===== src/hdl/dscr_pkg.sv =====
// Shared types and constants for the disk sector chain reader.
// No dependencies; imported by every module of the block.
package dscr_pkg;

    localparam int SEC_BYTES = 256;
    localparam int D81_SPT = 40;

    localparam int D64_ZONE1_LAST = 17;
    localparam int D64_ZONE2_LAST = 24;
    localparam int D64_ZONE3_LAST = 30;
    localparam int D64_ZONE1_SPT = 21;
    localparam int D64_ZONE2_SPT = 19;
    localparam int D64_ZONE3_SPT = 18;
    localparam int D64_ZONE4_SPT = 17;
    localparam int D64_ZONE2_BASE = 32'h16500 / SEC_BYTES;
    localparam int D64_ZONE3_BASE = 32'h1EA00 / SEC_BYTES;
    localparam int D64_ZONE4_BASE = 32'h25600 / SEC_BYTES;

    localparam logic OP_START = 1'b0;
    localparam logic OP_BYTE  = 1'b1;

    localparam logic [1:0] REG_IMAGE_IS_D81  = 2'd0;
    localparam logic [1:0] REG_TRACK_LIMIT   = 2'd1;
    localparam logic [1:0] REG_IMAGE_SIZE    = 2'd2;
    localparam logic [1:0] REG_OUT_CAPACITY  = 2'd3;

    typedef enum logic [1:0] {
        KIND_FETCH = 2'd0,
        KIND_DATA  = 2'd1,
        KIND_DONE  = 2'd2,
        KIND_ERROR = 2'd3
    } t_kind;

    typedef struct packed {
        logic        is_d81;
        logic [6:0]  track_limit;
        logic [19:0] image_size;
        logic [23:0] capacity;
    } t_cfg;

    typedef struct packed {
        logic        valid;
        t_kind       kind;
        logic [19:0] offset;
        logic [7:0]  data;
        logic [23:0] count;
    } t_result;

endpackage


===== src/hdl/dscr_locate.sv =====
// Sector check and byte offset for one track/sector pair.
// Depends on dscr_pkg for geometry constants and the configuration struct.
module dscr_locate
    import dscr_pkg::*;
#(
    parameter int ZONE_TABLE_TRACKS = 40
) (
    input  t_cfg        i_cfg,
    input  logic [7:0]  i_track,
    input  logic [7:0]  i_sector,
    output logic        o_ok,
    output logic [19:0] o_offset
);

    logic [5:0]  zone_spt;
    logic [13:0] zone_base;
    logic [7:0]  zone_first;
    logic [7:0]  rel_track;
    logic [5:0]  spt;
    logic [13:0] d64_idx;
    logic [13:0] d81_idx;
    logic [13:0] idx;
    logic [22:0] end_byte;
    logic        track_ok;

    always_comb begin
        priority if (i_track <= 8'(D64_ZONE1_LAST)) begin
            zone_spt   = 6'(D64_ZONE1_SPT);
            zone_base  = 14'd0;
            zone_first = 8'd1;
        end else if (i_track <= 8'(D64_ZONE2_LAST)) begin
            zone_spt   = 6'(D64_ZONE2_SPT);
            zone_base  = 14'(D64_ZONE2_BASE);
            zone_first = 8'(D64_ZONE1_LAST + 1);
        end else if (i_track <= 8'(D64_ZONE3_LAST)) begin
            zone_spt   = 6'(D64_ZONE3_SPT);
            zone_base  = 14'(D64_ZONE3_BASE);
            zone_first = 8'(D64_ZONE2_LAST + 1);
        end else begin
            zone_spt   = 6'(D64_ZONE4_SPT);
            zone_base  = 14'(D64_ZONE4_BASE);
            zone_first = 8'(D64_ZONE3_LAST + 1);
        end
    end

    assign rel_track = i_track - zone_first;
    assign d64_idx   = zone_base + 14'(rel_track) * 14'(zone_spt) + 14'(i_sector);
    assign d81_idx   = 14'(i_track - 8'd1) * 14'(D81_SPT) + 14'(i_sector);
    assign idx       = i_cfg.is_d81 ? d81_idx : d64_idx;
    assign spt       = i_cfg.is_d81 ? 6'(D81_SPT) : zone_spt;
    assign end_byte  = {15'(idx) + 15'd1, 8'h00};

    assign track_ok = (i_track != 8'd0) && (i_track <= {1'b0, i_cfg.track_limit})
                    && (i_cfg.is_d81 || (i_track <= 8'(ZONE_TABLE_TRACKS)));

    assign o_ok = track_ok && (i_sector < {2'b00, spt})
                && (end_byte <= {3'b000, i_cfg.image_size});
    assign o_offset = {idx[11:0], 8'h00};

endmodule


===== src/hdl/dscr_core.sv =====
// Chain state and per-item decision: link capture, checks, data and done.
// Depends on dscr_pkg and instantiates dscr_locate.
module dscr_core
    import dscr_pkg::*;
#(
    parameter int ZONE_TABLE_TRACKS = 40
) (
    input  logic       i_clk,
    input  logic       i_rst_n,
    input  t_cfg       i_cfg,
    input  logic       i_fire,
    input  logic       i_opcode,
    input  logic [7:0] i_start_track,
    input  logic [7:0] i_start_sector,
    input  logic [7:0] i_sector_byte,
    output t_result    o_res
);

    logic        r_reading, n_reading;
    logic [7:0]  r_pos, n_pos;
    logic [7:0]  r_link_track, n_link_track;
    logic [7:0]  r_link_sector, n_link_sector;
    logic [23:0] r_emitted, n_emitted;

    logic [7:0]  loc_track;
    logic [7:0]  loc_sector;
    logic        loc_ok;
    logic [19:0] loc_offset;
    logic [7:0]  data_len;
    logic [24:0] need;
    logic [23:0] emitted_inc;

    assign loc_track  = (i_opcode == OP_START) ? i_start_track : r_link_track;
    assign loc_sector = (i_opcode == OP_START) ? i_start_sector : i_sector_byte;

    dscr_locate #(
        .ZONE_TABLE_TRACKS(ZONE_TABLE_TRACKS)
    ) u_locate (
        .i_cfg    (i_cfg),
        .i_track  (loc_track),
        .i_sector (loc_sector),
        .o_ok     (loc_ok),
        .o_offset (loc_offset)
    );

    assign data_len    = (r_link_track == 8'd0) ? (i_sector_byte - 8'd1) : 8'd254;
    assign need        = {1'b0, r_emitted} + 25'(data_len);
    assign emitted_inc = r_emitted + 24'd1;

    always_comb begin
        n_reading     = r_reading;
        n_pos         = r_pos;
        n_link_track  = r_link_track;
        n_link_sector = r_link_sector;
        n_emitted     = r_emitted;
        o_res         = '{valid: 1'b0, kind: KIND_FETCH, offset: 20'd0,
                          data: 8'd0, count: r_emitted};
        if (i_fire) begin
            if (i_opcode == OP_START) begin
                n_reading     = 1'b0;
                n_pos         = 8'd0;
                n_emitted     = 24'd0;
                o_res.valid   = 1'b1;
                o_res.count   = 24'd0;
                if (i_cfg.capacity == 24'd0) begin
                    o_res.kind = KIND_ERROR;
                end else if (i_start_track == 8'd0) begin
                    o_res.kind = KIND_DONE;
                end else if (!loc_ok) begin
                    o_res.kind = KIND_ERROR;
                end else begin
                    n_reading    = 1'b1;
                    o_res.kind   = KIND_FETCH;
                    o_res.offset = loc_offset;
                end
            end else if (r_reading) begin
                n_pos = r_pos + 8'd1;
                if (r_pos == 8'd0) begin
                    n_link_track = i_sector_byte;
                end else if (r_pos == 8'd1) begin
                    n_link_sector = i_sector_byte;
                    if ((r_link_track == 8'd0) && (i_sector_byte <= 8'd1)) begin
                        n_reading   = 1'b0;
                        o_res.valid = 1'b1;
                        o_res.kind  = KIND_DONE;
                    end else if (need > {1'b0, i_cfg.capacity}) begin
                        n_reading   = 1'b0;
                        o_res.valid = 1'b1;
                        o_res.kind  = KIND_ERROR;
                    end else if (r_link_track != 8'd0) begin
                        o_res.valid = 1'b1;
                        if (!loc_ok) begin
                            n_reading  = 1'b0;
                            o_res.kind = KIND_ERROR;
                        end else begin
                            o_res.kind   = KIND_FETCH;
                            o_res.offset = loc_offset;
                        end
                    end
                end else if ((r_link_track != 8'd0) || (r_pos < r_link_sector)) begin
                    n_emitted   = emitted_inc;
                    o_res.valid = 1'b1;
                    o_res.kind  = KIND_DATA;
                    o_res.data  = i_sector_byte;
                    o_res.count = emitted_inc;
                end else if (r_pos == r_link_sector) begin
                    n_emitted   = emitted_inc;
                    n_reading   = 1'b0;
                    o_res.valid = 1'b1;
                    o_res.kind  = KIND_DONE;
                    o_res.data  = i_sector_byte;
                    o_res.count = emitted_inc;
                end else begin
                    n_reading = 1'b0;
                end
            end
        end
    end

    always_ff @(posedge i_clk) begin
        if (!i_rst_n) begin
            r_reading     <= 1'b0;
            r_pos         <= 8'd0;
            r_link_track  <= 8'd0;
            r_link_sector <= 8'd0;
            r_emitted     <= 24'd0;
        end else begin
            r_reading     <= n_reading;
            r_pos         <= n_pos;
            r_link_track  <= n_link_track;
            r_link_sector <= n_link_sector;
            r_emitted     <= n_emitted;
        end
    end

endmodule


===== src/hdl/disk_sector_chain_reader.sv =====
// Disk sector chain reader, a D64/D81 file chain walker: one request in,
// at most one result out per cycle.
// An input request is registered, then decided by dscr_core when it advances,
// and any result it yields is registered in the result register.
// One request is accepted every cycle while the output side keeps up; the
// single input register and the single result register set that rate, and a
// stall on the output holds both. Configuration is written through a plain
// write port and must only change while no request is in flight.
// Depends on dscr_pkg; instantiates dscr_core.
module disk_sector_chain_reader
    import dscr_pkg::*;
#(
    parameter int ZONE_TABLE_TRACKS = 40
) (
    input  logic        i_clk,
    input  logic        i_rst_n,
    input  logic        i_cfg_we,
    input  logic [1:0]  i_cfg_index,
    input  logic [23:0] i_cfg_data,
    input  logic        i_in_valid,
    output logic        o_in_stall,
    input  logic        i_opcode,
    input  logic [7:0]  i_start_track,
    input  logic [7:0]  i_start_sector,
    input  logic [7:0]  i_sector_byte,
    output logic        o_out_valid,
    input  logic        i_out_stall,
    output logic [1:0]  o_result_kind,
    output logic [19:0] o_sector_offset,
    output logic [7:0]  o_data_out,
    output logic [23:0] o_loaded_count
);

    t_cfg        r_cfg;
    logic        r_in_valid;
    logic        r_opcode;
    logic [7:0]  r_start_track;
    logic [7:0]  r_start_sector;
    logic [7:0]  r_sector_byte;
    logic        r_out_valid;
    t_result     r_out;
    t_result     core_res;
    logic        advance;
    logic        in_accept;

    assign advance    = r_in_valid && (!r_out_valid || !i_out_stall);
    assign o_in_stall = r_in_valid && !advance;
    assign in_accept  = i_in_valid && !o_in_stall;

    // config registers
    always_ff @(posedge i_clk) begin
        if (!i_rst_n) begin
            r_cfg.is_d81      <= 1'b0;
            r_cfg.track_limit <= 7'd35;
            r_cfg.image_size  <= 20'd174848;
            r_cfg.capacity    <= 24'd65536;
        end else if (i_cfg_we) begin
            unique case (i_cfg_index)
                REG_IMAGE_IS_D81: r_cfg.is_d81      <= i_cfg_data[0];
                REG_TRACK_LIMIT:  r_cfg.track_limit <= i_cfg_data[6:0];
                REG_IMAGE_SIZE:   r_cfg.image_size  <= i_cfg_data[19:0];
                REG_OUT_CAPACITY: r_cfg.capacity    <= i_cfg_data;
                default:          r_cfg             <= r_cfg;
            endcase
        end
    end

    // input register
    always_ff @(posedge i_clk) begin
        if (!i_rst_n) begin
            r_in_valid <= 1'b0;
        end else if (in_accept) begin
            r_in_valid <= 1'b1;
        end else if (advance) begin
            r_in_valid <= 1'b0;
        end
    end

    always_ff @(posedge i_clk) begin
        if (in_accept) begin
            r_opcode       <= i_opcode;
            r_start_track  <= i_start_track;
            r_start_sector <= i_start_sector;
            r_sector_byte  <= i_sector_byte;
        end
    end

    dscr_core #(
        .ZONE_TABLE_TRACKS(ZONE_TABLE_TRACKS)
    ) u_core (
        .i_clk          (i_clk),
        .i_rst_n        (i_rst_n),
        .i_cfg          (r_cfg),
        .i_fire         (advance),
        .i_opcode       (r_opcode),
        .i_start_track  (r_start_track),
        .i_start_sector (r_start_sector),
        .i_sector_byte  (r_sector_byte),
        .o_res          (core_res)
    );

    // result register
    always_ff @(posedge i_clk) begin
        if (!i_rst_n) begin
            r_out_valid <= 1'b0;
        end else if (advance && core_res.valid) begin
            r_out_valid <= 1'b1;
        end else if (!i_out_stall) begin
            r_out_valid <= 1'b0;
        end
    end

    always_ff @(posedge i_clk) begin
        if (advance && core_res.valid) begin
            r_out <= core_res;
        end
    end

    assign o_out_valid     = r_out_valid;
    assign o_result_kind   = r_out.kind;
    assign o_sector_offset = r_out.offset;
    assign o_data_out      = r_out.data;
    assign o_loaded_count  = r_out.count;

endmodule


===== config.mk =====
export PLATFORM = sky130hd
export DESIGN_NAME = disk_sector_chain_reader
export DESIGN_NICKNAME = d
export VERILOG_FILES = /design/src/hdl/dscr_pkg.sv /design/src/hdl/dscr_locate.sv /design/src/hdl/dscr_core.sv /design/src/hdl/disk_sector_chain_reader.sv
export SDC_FILE = /design/constraint.sdc
export NUM_CORES = 1
export LEC_CHECK = 0
export BUFFER_PORTS_ARGS = -buffer_cell sky130_fd_sc_hd__buf_2
export CAP_MARGIN = 10
export CORE_AREA = 2 2 169 171
export DETAILED_ROUTE_END_ITERATION = 7
export DIE_AREA = 0 0 171 173
export HOLD_SLACK_MARGIN = 0.05
export PLACE_DENSITY_LB_ADDON = 0.1
export SLEW_MARGIN = 25
export SYNTH_ARGS = -nofsm -noshare
export SYNTH_HDL_FRONTEND = slang
export SYNTH_SLANG_ARGS = --single-unit

===== constraint.sdc =====
create_clock -name i_clk -period 15.45 [get_ports i_clk]
set_clock_uncertainty 0.15 [all_clocks]
set_input_delay 1.545 -clock i_clk [delete_from_list [all_inputs] [get_ports i_clk]]
set_output_delay 1.545 -clock i_clk [all_outputs]
set_load 0.02 [all_outputs]

==> results of run 1 <==
-- cells in the final DEF (no fill, tap or decap), drive strengths merged, types with 46 or more instances in the layout --
| cell | Yosys | final |
|---|---|---|
| inv | 153 | 158 |
| dfxtp | 103 | 103 |
| o21ai | 46 | 46 |
| nor2 | 126 | 126 |
| nand2 | 160 | 160 |
| buf | 17 | 107 |
| a21oi | 104 | 104 |
| ha | 132 | 132 |
| edfxtp | 71 | 71 |
| xnor2 | 53 | 53 |
-- final cells by class --
class / count / area (sq um)
well taps: 378 / 473
inverters: 155 / 582
clock inverters: 10 / 78.8
clock buffers: 22 / 478
repair buffers: 107 / 546
fillers: 2696 / 13700
flip-flops and latches: 174 / 4190
multi-input cells: 1066 / 7610
-- through the flow --
stage	hold slack, ps	worst slack (ps)	power (uW)	instance area [sq um]	utilization [%]
2_1_floorplan	286	6140	1280	12600	-
3_3_place_gp	297	5050	1510	13400	48.5
3_5_place_dp	299	4850	1510	13400	48.5
4_1_cts	309	4750	1930	14000	50.5
5_1_grt	330	4070	2080	14000	50.5
6_report	307	4740	1920	14000	50.5
-- worst reg2reg max path, delay by kind of cell (launching register included) --
kind	cells	cell delay (ps)
AND/OR/NAND/NOR	9	2060
AO/OA/AOI/OAI	15	3140
buffers and inverters	3	640
XOR/XNOR	3	640
multiplexers	1	460
adder cells (fa/ha/maj)	8	3120
flip-flops	1	340
-- sequential cells by signal, summed over array words and instances, names as in the netlist, 8 cells and up --
name	count
o_loaded_count	24
o_data_out	8
u_core.r_emitted	24
u_core.r_pos	8
o_sector_offset	12
u_core.r_link_track	8
r_sector_byte	8
u_core.r_link_sector	8
r_cfg	52
r_start_sector	8
r_start_track	8
-- how the worst max path moves through the flow --
| stage | from | to | slack, ps |
|---|---|---|---|
| after floorplan | r_opcode | o_sector_offset[16] | 6140 |
| after global placement | r_opcode | o_sector_offset[15] | 5050 |
| after detailed placement | r_opcode | o_sector_offset[15] | 4850 |
| after CTS | r_opcode | o_sector_offset[15] | 4750 |
| after global routing | r_opcode | o_sector_offset[15] | 4070 |
| final | r_opcode | o_sector_offset[15] | 4740 |
-- power groups by stage --
| stage | clock [uW] | sequential, uW | combinational, uW |
|---|---|---|---|
| finish | 413 | 497 | 1010 |
| floorplan | 0 | 505 | 777 |
| CTS | 421 | 497 | 1010 |
| global route | 437 | 498 | 1140 |
| detailed placement | 0 | 508 | 1010 |
| global placement | 0 | 508 | 1010 |
-- metal layers --
metal	share of wire [%]	global-route usage [%]	vias to the layer above
met5	0	0	-
met4	1.6	6.04	0
met3	3.8	2.82	29
met2	46	35.7	234
met1	48	32.5	4863
li1	-	-	5186
-- kinds of logic (layout without fill, tap and decap cells) --
logic type | Yosys count | after routing
AOI/OAI and AO/OA | 280 | 280
and+or+nand+nor | 494 | 494
DFF | 174 | 174
adders and majority gates | 163 | 163
xor gates and xnor gates | 79 | 79
muxes | 42 | 42
buffers and inverters | 218 | 294
other | 1 | 8
-- Yosys cell counts (9+ instances only) --
| cell | count |
|---|---|
| sky130_fd_sc_hd__xnor2_1 | 53 |
| sky130_fd_sc_hd__inv_1 | 152 |
| sky130_fd_sc_hd__a21o_1 | 20 |
| sky130_fd_sc_hd__buf_4 | 9 |
| sky130_fd_sc_hd__nor2_1 | 126 |
| sky130_fd_sc_hd__o21ai_0 | 37 |
| sky130_fd_sc_hd__nor4_1 | 25 |
| sky130_fd_sc_hd__nand2_1 | 160 |
| sky130_fd_sc_hd__o211ai_1 | 17 |
| sky130_fd_sc_hd__and3_1 | 13 |
| sky130_fd_sc_hd__fa_1 | 31 |
| sky130_fd_sc_hd__or4_1 | 10 |
| sky130_fd_sc_hd__mux2i_1 | 35 |
| sky130_fd_sc_hd__xor2_1 | 26 |
| sky130_fd_sc_hd__clkbuf_1 | 46 |
| sky130_fd_sc_hd__o31ai_1 | 9 |
| sky130_fd_sc_hd__o21a_1 | 12 |
| sky130_fd_sc_hd__a21oi_1 | 104 |
| sky130_fd_sc_hd__nand3_1 | 34 |
| sky130_fd_sc_hd__nor2b_1 | 12 |
| sky130_fd_sc_hd__a31oi_1 | 12 |
| sky130_fd_sc_hd__edfxtp_1 | 71 |
| sky130_fd_sc_hd__nor3_1 | 29 |
| sky130_fd_sc_hd__nand4_1 | 19 |
| sky130_fd_sc_hd__nand2b_1 | 11 |
| sky130_fd_sc_hd__ha_1 | 132 |
| sky130_fd_sc_hd__dfxtp_1 | 103 |
| sky130_fd_sc_hd__and2_1 | 23 |
==> impl_metrics.toml, run 1 <==
[power_and_ir_drop]
peakVddDrop_mv = 0.206
p_leak_uw = 0.00607
switching_power_uw = 807
clockPowerShare_pct = 21.5
power.density_cell_area_mw_per_mm2 = 138
p_seq_share_pct = 25.8
power_report.internal_total_uw = 1120
p_comb_share_pct = 52.7
switching_share_pct = 42.0

[grt]
antenna_found_initial = 0
grt_pass1_vias = 9866
pin_count_of_the_biggest_net_entering_global_routing = 47
globalRouteOverflowTotal = 0
grt_first_pass_wirelength_mm = 52.6
track_usage_pct = 22.6

[setup_path]
timing.critical_path.mode_cell = "sky130_fd_sc_hd__a21oi_1"
critical-path-max-stage-delay_ps = 670
cp_max_fo = 37
timing.critical_path.from_type = "flip-flop"
r2r.worst_path.cells = 39
setup.reg_to_reg.worst_slack_ps = 4740
cp-end-kind = "flip-flop"
reg_to_reg_critical_path_startpoint = "r_opcode"
crit_buf_inv = 3
cpLargestDelayFamily = "compound AO/OA/AOI/OAI gates"
setup.worst_path.class = "flip-flop to flip-flop"
slowest_stage = "sky130_fd_sc_hd__or4b_4"
crit_cells = 39
worst-endpoint-required_ps = 15580
reg2reg_to = "o_sector_offset[15]"
arrival_ps = 10840

[cells_and_area]
finish.net_count = 1740
finish.cell_count_without_fillers = 1912
antenna_cells = 0
area_growth_pct = 10.6
drive_gt1_share_pct = 10.9

[sta]
setup-violations-final = 0
report.final.slew_viol_count = 0
period_needed_ps = 10710
report.final.hold_viol_count = 0
fin_setup_tns_ps = 0
tightest_slew_ps = 903
rsz0062_at_grt = "false"
max_freq_mhz = 93.4
period_share_pct = 69.3
relSlewSlack_pct = 39.6

[synthesis]
yosysWarningCount = 0
seq_area_frac_synth_pct = 33.2
synth_cell_types = 78
synth_enable_flop_cells = 71
yosys.area_share.xor_xnor_pct = 5.48
synth_area_sq_mm = 0.0126
synthDominantAreaCellType = "sky130_fd_sc_hd__edfxtp_1"
synth_area_in_simple_gates_pct = 18.7
post_synth.cell_area_avg_sq_um = 8.70
yosys-top-cells-area = "sky130_fd_sc_hd__edfxtp_1, sky130_fd_sc_hd__dfxtp_1, sky130_fd_sc_hd__ha_1, sky130_fd_sc_hd__fa_1, sky130_fd_sc_hd__nand2_1"
postSynth.topFlopCell = "sky130_fd_sc_hd__dfxtp_1"
synth_compound_gate_area_share_pct = 14.3
synthesis.instances = 1451
yosysTopAreaCellShare_pct = 16.9
synth_top_family_by_area = "simple AND/OR/NAND/NOR gates"
post_synth_fa_ha_maj_area_fraction_pct = 18.0
yosys_register_bits = 174
synth.mux.area_fraction_pct = 3.42
synthArstFlopShare_pct = 0

[detailed_routing]
postRouteAntennaNets = 0
routed-via-count = 10300
drt_pass1_iterations = 6
drt_iter0_drc = 632
drcViolationCount = 0
routed_wire_length_per_instance_um = 17.0
vias_per_cell = 5.39
detail_route.wirelength_mm = 32.6

[floorplanning]
floorplan.die.width_um = 171
floorplan.io_pins = 112
placementRows = 61
coreArea_sq_mm = 0.0276
dieArea_sq_mm = 0.0296
initial_core_util_pct = 45.7
chipHeight_um = 173

[clocking]
cts.root.buffer_cell = "sky130_fd_sc_hd__clkbuf_16"
worst_skew_pair.late_latency_ps = 440
cts_max_path_buffers = 2
clock_sinks = 174
tritoncts = "yes"
cts.htree.levels = 4
postCtsResizedCells = 0
cts_buffers = 17
clock_pin_slew_on_the_worst_setup_and_hold_paths_ps = 70
cts_hold_repair.buffers = 0
postCtsSetupBuffers = 0

[place]
placed_insts = 1880
buffer_ports.inserted = 103
gp_routability_congestion = 0.888
hpwl_mm = 25.4

[worst_hold_path]
holdPathStages = 2
hold_end = "r_cfg[28]"
min_from = "r_cfg[28]"
worst_hold_path_type = "flip-flop to flip-flop"

[outcome]
run_status = "completed"

[job]
drv.max_cap_violation_count = 0
(Power assumes the default switching activity.)
==> inputs of run 2 (changes only) <==
==> constraint.sdc (replaced) <==
create_clock -name i_clk -period 11.05 [get_ports i_clk]
set_clock_uncertainty 0.15 [all_clocks]
set_input_delay 1.105 -clock i_clk [delete_from_list [all_inputs] [get_ports i_clk]]
set_output_delay 1.105 -clock i_clk [all_outputs]
set_load 0.02 [all_outputs]
==> run 2 against run 1 <==
Compared with the run above:
- sequential share of layout area down 0.14 points
- die area unchanged
- critical path depth unchanged
- sequential cell count unchanged
- non-clock buffer count up 5
- clock-buffer cell count unchanged
- global-route usage down 0.35 points
- power up 43%
- first-iteration DRC count up 13%
- highest routed layer unchanged
==> impl_metrics.toml, run 2 (synthesized netlist as in run 1, its figures left out) <==
[floorplanning]
floorplan.io_pins = 112
placementRows = 61
dieArea_sq_mm = 0.0296
chipHeight_um = 173
coreArea_sq_mm = 0.0276
initial_core_util_pct = 45.7
floorplan.die.width_um = 171

[grt]
grt_pass1_vias = 9595
grt_first_pass_wirelength_mm = 52.0
pin_count_of_the_biggest_net_entering_global_routing = 47
antenna_found_initial = 0
track_usage_pct = 22.2
globalRouteOverflowTotal = 0

[sta]
period_share_pct = 93.1
relSlewSlack_pct = 39.0
period_needed_ps = 10290
report.final.slew_viol_count = 0
max_freq_mhz = 97.2
fin_setup_tns_ps = 0
tightest_slew_ps = 911
setup-violations-final = 0
rsz0062_at_grt = "false"
report.final.hold_viol_count = 0

[cells_and_area]
fillCellCount = 2723
mostFrequentLayoutCell = "sky130_fd_sc_hd__nand2_1"
largest_register = "r_cfg"
commonest_cells_after_routing_fill_and_taps_aside = "sky130_fd_sc_hd__nand2_1, sky130_fd_sc_hd__inv_1, sky130_fd_sc_hd__ha_1"
drive_gt1_share_pct = 11.1
finish.net_count = 1745
antenna_cells = 0
largest_register_ff_count = 52
area_growth_pct = 11.2
finish.cell_count_without_fillers = 1917

[power_and_ir_drop]
p_comb_share_pct = 52.8
switching_share_pct = 42.0
power.density_cell_area_mw_per_mm2 = 196
switching_power_uw = 1150
clockPowerShare_pct = 22.0
p_leak_uw = 0.00610
p_seq_share_pct = 25.3
power_report.internal_total_uw = 1590
peakVddDrop_mv = 0.239

[detailed_routing]
vias_per_cell = 5.41
drcViolationCount = 0
routed-via-count = 10400
drt_pass1_iterations = 5
postRouteAntennaNets = 0
detail_route.wirelength_mm = 32.7
drt_iter0_drc = 716
routed_wire_length_per_instance_um = 17.1

[setup_path]
worst-endpoint-required_ps = 11160
reg_to_reg_critical_path_startpoint = "r_opcode"
crit_buf_inv = 3
crit_cells = 39
endpoint = "o_sector_offset[15]"
setup.worst_path.start = "r_opcode"
r2r.worst_path.cells = 39
critical-path-max-stage-delay_ps = 570
setup.reg_to_reg.worst_slack_ps = 760
arrival_ps = 10400
cp-end-kind = "flip-flop"
reg2reg_to = "o_sector_offset[15]"
cp_max_fo = 12
setup.worst_path.class = "flip-flop to flip-flop"
slowest_stage = "sky130_fd_sc_hd__or4b_4"
timing.critical_path.from_type = "flip-flop"
cpLargestDelayFamily = "adder cells"

[clocking]
clock_pin_slew_on_the_worst_setup_and_hold_paths_ps = 70
worst_skew_pair.late_latency_ps = 430
tritoncts = "yes"
cts_buffers = 17
cts.root.buffer_cell = "sky130_fd_sc_hd__clkbuf_16"
cts_hold_repair.buffers = 0
postCtsSetupBuffers = 0
cts.htree.levels = 4
postCtsResizedCells = 0
cts_max_path_buffers = 2
clock_sinks = 174

[place]
gp_routability_congestion = 0.887
placed_insts = 1885
buffer_ports.inserted = 103
hpwl_mm = 25.3

[worst_hold_path]
worst_hold_path_type = "flip-flop to flip-flop"

[outcome]
run_status = "completed"

[job]
drv.max_cap_violation_count = 0
-- run 2: area by class of cell --
| class | instances | area (sq um) | area share, % |
|---|---|---|---|
| flip-flops and latches | 174 | 4190 | 29.9 |
| clock inverters | 10 | 92.6 | 0.660 |
| repair buffers | 112 | 587 | 4.18 |
| multi-input cells | 1066 | 7620 | 54.3 |
| well taps | 378 | 473 | 3.37 |
| clock buffers | 22 | 487 | 3.47 |
| inverters | 155 | 582 | 4.15 |
-- run 2: power by group through the flow --
stage	clock, uW	sequential [uW]	combinational (uW)
3_3_place_gp	0	709	1440
2_1_floorplan	0	706	1090
4_1_cts	616	694	1450
5_1_grt	640	696	1640
3_5_place_dp	0	709	1440
6_report	605	694	1450
-- run 2: how the worst min path moves through the flow --
stage | from | endpoint | depth (start not counted)
3_3_place_gp | r_cfg[26] | r_cfg[26] | 2
2_1_floorplan | r_cfg[30] | r_cfg[30] | 2
6_report | r_cfg[43] | r_cfg[43] | 2
4_1_cts | r_cfg[36] | r_cfg[36] | 2
3_5_place_dp | r_cfg[36] | r_cfg[36] | 2
5_1_grt | r_cfg[40] | r_cfg[40] | 2
-- run 2: per-stage QoR --
step                hold WS, ps  util, %  instance area [sq um]  total power [uW]  setup slack [ps]
floorplan                   286        -                  12600              1790              1740
global placement            296     48.6                  13400              2140               939
detailed placement          299     48.7                  13400              2150               629
CTS                         309     50.8                  14000              2760               552
global route                331     50.8                  14000              2980              79.3
finish                      308     50.8                  14000              2750               761
-- run 2: worst reg2reg max path: cells and delay by family (launching register included) --
kind	cells	cell delay, ps
AO/OA/AOI/OAI	15	2790
XOR/XNOR	3	640
adder cells (fa/ha/maj)	8	3230
buffers and inverters	3	370
flip-flops	1	470
multiplexers	1	320
AND/OR/NAND/NOR	9	2140
-- run 2: layer usage --
layer	routed length [um]	global-route usage, %	part of all wire, %
met5	0	0	0
met4	386	4.94	1.2
met3	1150	2.47	3.5
met2	15300	35.4	47
met1	15800	32.3	48
==> inputs of run 3 (changes only) <==
--- a/config.mk
+++ b/config.mk
@@ -5,13 +5,16 @@
 export SDC_FILE = /design/constraint.sdc
 export NUM_CORES = 1
 export LEC_CHECK = 0
+export ABC_AREA = 1
 export BUFFER_PORTS_ARGS = -buffer_cell sky130_fd_sc_hd__buf_2
 export CAP_MARGIN = 10
-export CORE_AREA = 2 2 169 171
+export CORE_AREA = 2 2 171 173
 export DETAILED_ROUTE_END_ITERATION = 7
-export DIE_AREA = 0 0 171 173
+export DIE_AREA = 0 0 173 175
 export HOLD_SLACK_MARGIN = 0.05
 export PLACE_DENSITY_LB_ADDON = 0.1
+export RECOVER_POWER = 25
+export REMOVE_ABC_BUFFERS = 1
 export SLEW_MARGIN = 25
 export SYNTH_ARGS = -nofsm -noshare
 export SYNTH_HDL_FRONTEND = slang
==> run 3 against run 2 <==
Compared with the run above:
- the flow now finishes with violations (capacitance limit, slew limit)
- area after synthesis grew 2.6%
- power grew 16%
- first-iteration DRC count grew 9.1%
- non-clock buffer count shrank 3
- via count grew 7.0%
==> impl_metrics.toml, run 3 <==
[setup_path]
arrival_ps = 10200
crit_buf_inv = 12
reg_to_reg_critical_path_startpoint = "r_opcode"
timing.critical_path.from_type = "flip-flop"
cpLargestDelayFamily = "adder cells"
worst-endpoint-required_ps = 11170
timing.critical_path.mode_cell = "sky130_fd_sc_hd__nand2_1"
reg2reg_to = "o_sector_offset[14]"
cp-end-kind = "flip-flop"
slowest_stage = "sky130_fd_sc_hd__edfxtp_1"
cp_max_fo = 21
setup.reg_to_reg.worst_slack_ps = 970
critical-path-max-stage-delay_ps = 550
setup.worst_path.class = "flip-flop to flip-flop"
r2r.worst_path.cells = 54

[synthesis]
synth_area_sq_mm = 0.0129
yosysWarningCount = 0
yosys-top-cells-area = "sky130_fd_sc_hd__edfxtp_1, sky130_fd_sc_hd__dfxtp_1, sky130_fd_sc_hd__ha_1, sky130_fd_sc_hd__inv_1, sky130_fd_sc_hd__nand2_1"
synth_cell_types = 61
yosysTopAreaCellShare_pct = 16.5
post_synth.cell_area_avg_sq_um = 7.62
postSynth.topFlopCell = "sky130_fd_sc_hd__dfxtp_1"
synthArstFlopShare_pct = 0
yosys_register_bits = 174
yosys-top-cells-count = "sky130_fd_sc_hd__inv_1, sky130_fd_sc_hd__nand2_1, sky130_fd_sc_hd__ha_1"
yosys.cell_count.top_type = "sky130_fd_sc_hd__inv_1"
seq_area_frac_synth_pct = 32.4
synthesis.instances = 1699
synth_enable_flop_cells = 71
synthDominantAreaCellType = "sky130_fd_sc_hd__edfxtp_1"

[outcome]
run_status = "finished, violations left"
violations = "capacitance limit, slew limit"

[cells_and_area]
finish.net_count = 2014
commonest_cells_after_routing_fill_and_taps_aside = "sky130_fd_sc_hd__inv_1, sky130_fd_sc_hd__nand2_1, sky130_fd_sc_hd__ha_1"
drive_gt1_share_pct = 9.57
antenna_cells = 0
largest_register = "r_cfg"
finish.cell_count_without_fillers = 2192
mostFrequentLayoutCell = "sky130_fd_sc_hd__inv_1"
area_growth_pct = 10.8
largest_register_ff_count = 52
fillCellCount = 2855

[clocking]
clock_pin_slew_on_the_worst_setup_and_hold_paths_ps = 80
postCtsSetupBuffers = 0
cts_buffers = 17
tritoncts = "yes"
cts_max_path_buffers = 2
cts.htree.levels = 4
cts.root.buffer_cell = "sky130_fd_sc_hd__clkbuf_16"
clock_sinks = 174
worst_skew_pair.late_latency_ps = 430

[power_and_ir_drop]
power_report.internal_total_uw = 1670
overall_power_uw = 3190
switching_share_pct = 47.7
clockPowerShare_pct = 19.3
p_seq_share_pct = 21.8
power.density_cell_area_mw_per_mm2 = 223
p_comb_share_pct = 58.8
p_leak_uw = 0.00688
peakVddDrop_mv = 0.170
switching_power_uw = 1520

[worst_hold_path]
hold_end = "r_cfg[28]"
holdPathStages = 2
worst_hold_path_type = "flip-flop to flip-flop"
min_from = "r_cfg[28]"

[detailed_routing]
drcViolationCount = 0
detail_route.wirelength_mm = 33.6
vias_per_cell = 5.06
routed-via-count = 11100
routed_wire_length_per_instance_um = 15.3
drt_pass1_iterations = 5
postRouteAntennaNets = 0
drt_iter0_drc = 781

[floorplanning]
initial_core_util_pct = 45.6
floorplan.die.width_um = 173
dieArea_sq_mm = 0.0303
placementRows = 62
floorplan.io_pins = 112
coreArea_sq_mm = 0.0284
chipHeight_um = 175

[sta]
period_share_pct = 91.2
setup-violations-final = 0
tightest_slew_ps = 2820
period_needed_ps = 10080
report.final.hold_viol_count = 0
max_freq_mhz = 99.2
report.final.slew_viol_count = 74
relSlewSlack_pct = -88.2

[place]
hpwl_mm = 27.1
gp_routability_congestion = 0.876
placed_insts = 2160
buffer_ports.inserted = 103

[job]
drv.max_cap_violation_count = 1

[grt]
globalRouteOverflowTotal = 0
gr-usage-met3_pct = 2.87
track_usage_pct = 22.8
global_route.usage.met2_pct = 37.4
gr-max-usage-layer = "met2"
grt_first_pass_wirelength_mm = 55.2
pin_count_of_the_biggest_net_entering_global_routing = 74
antenna_found_initial = 0
gr-usage-met1_pct = 31.9
grt_pass1_vias = 10900
-- run 3: power groups by stage --
stage          Combinational [uW]  Clock (uW)  Sequential, uW
3_5_place_dp                 1870           0             711
4_1_cts                      1880         632             697
3_3_place_gp                 1860           0             711
6_report                     1880         617             697
5_1_grt                      2210         657             699
2_1_floorplan                1440           0             713
-- run 3: worst max-delay path by stage --
| stage | start | endpoint | slack [ps] | cells past startpoint |
|---|---|---|---|---|
| after floorplan | r_opcode | o_sector_offset[14] | 1640 | 56 |
| after global placement | r_opcode | o_sector_offset[14] | 830 | 56 |
| after detailed placement | r_opcode | o_sector_offset[9] | 390 | 56 |
| after CTS | r_opcode | o_sector_offset[14] | 350 | 56 |
| after global routing | r_opcode | o_sector_offset[14] | -20 | 54 |
| final | r_opcode | o_sector_offset[14] | 970 | 54 |
-- run 3: timing repair --
item / in CTS / in global routing
setup endpoints to repair: 0 / 15
hold buffers: 0 / 0
gates resized for setup: 0 / 4
-- run 3: per-stage QoR --
stage | hold slack [ps] | setup WS, ps | util [%] | TNS, ps | area, sq um
detailed placement | 302 | 390 | 48.5 | 0 | 13800
global placement | 295 | 827 | 48.5 | 0 | 13800
finish | 314 | 973 | 50.5 | 0 | 14300
floorplan | 277 | 1640 | - | 0 | 12700
global route | 344 | -24.0 | 50.5 | -35.3 | 14300
CTS | 314 | 347 | 50.6 | 0 | 14400
-- run 3: metal layers --
metal | routed length, um | vias up
met5 | 0 | -
met2 | 15300 | 258
met3 | 1430 | 30
met1 | 16500 | 5089
met4 | 382 | 0
li1 | - | 5713
-- run 3: worst min-delay path: cells and delay by family, from the launching register on --
| family | cells | cell delay [ps] |
|---|---|---|
| DFF | 1 | 300 |
| AOI/OAI and AO/OA | 1 | 60 |
| buffers and inverters | 1 | 60 |
-- run 3: cell families (layout without fill, tap and decap cells) --
group / Yosys count / in the layout / share of synthesized area, %
simple gates: 683 / 683 / 24.1
other cells: 1 / 8 / 0.0290
buf+inv: 367 / 469 / 11.4
compound gates: 259 / 259 / 11.0
flops: 174 / 174 / 32.4
fa+ha+maj: 163 / 163 / 17.5
xor+xnor: 52 / 52 / 3.52
-- run 3: layout make-up --
cell class / count / area, sq um / share of cell area (%)
clock buffers: 18 / 429 / 2.99
clock inverters: 14 / 169 / 1.18
inverters: 328 / 1240 / 8.64
multi-input cells: 1165 / 7320 / 51.0
flip-flops and latches: 174 / 4190 / 29.2
well taps: 384 / 480 / 3.35
repair buffers: 109 / 513 / 3.58
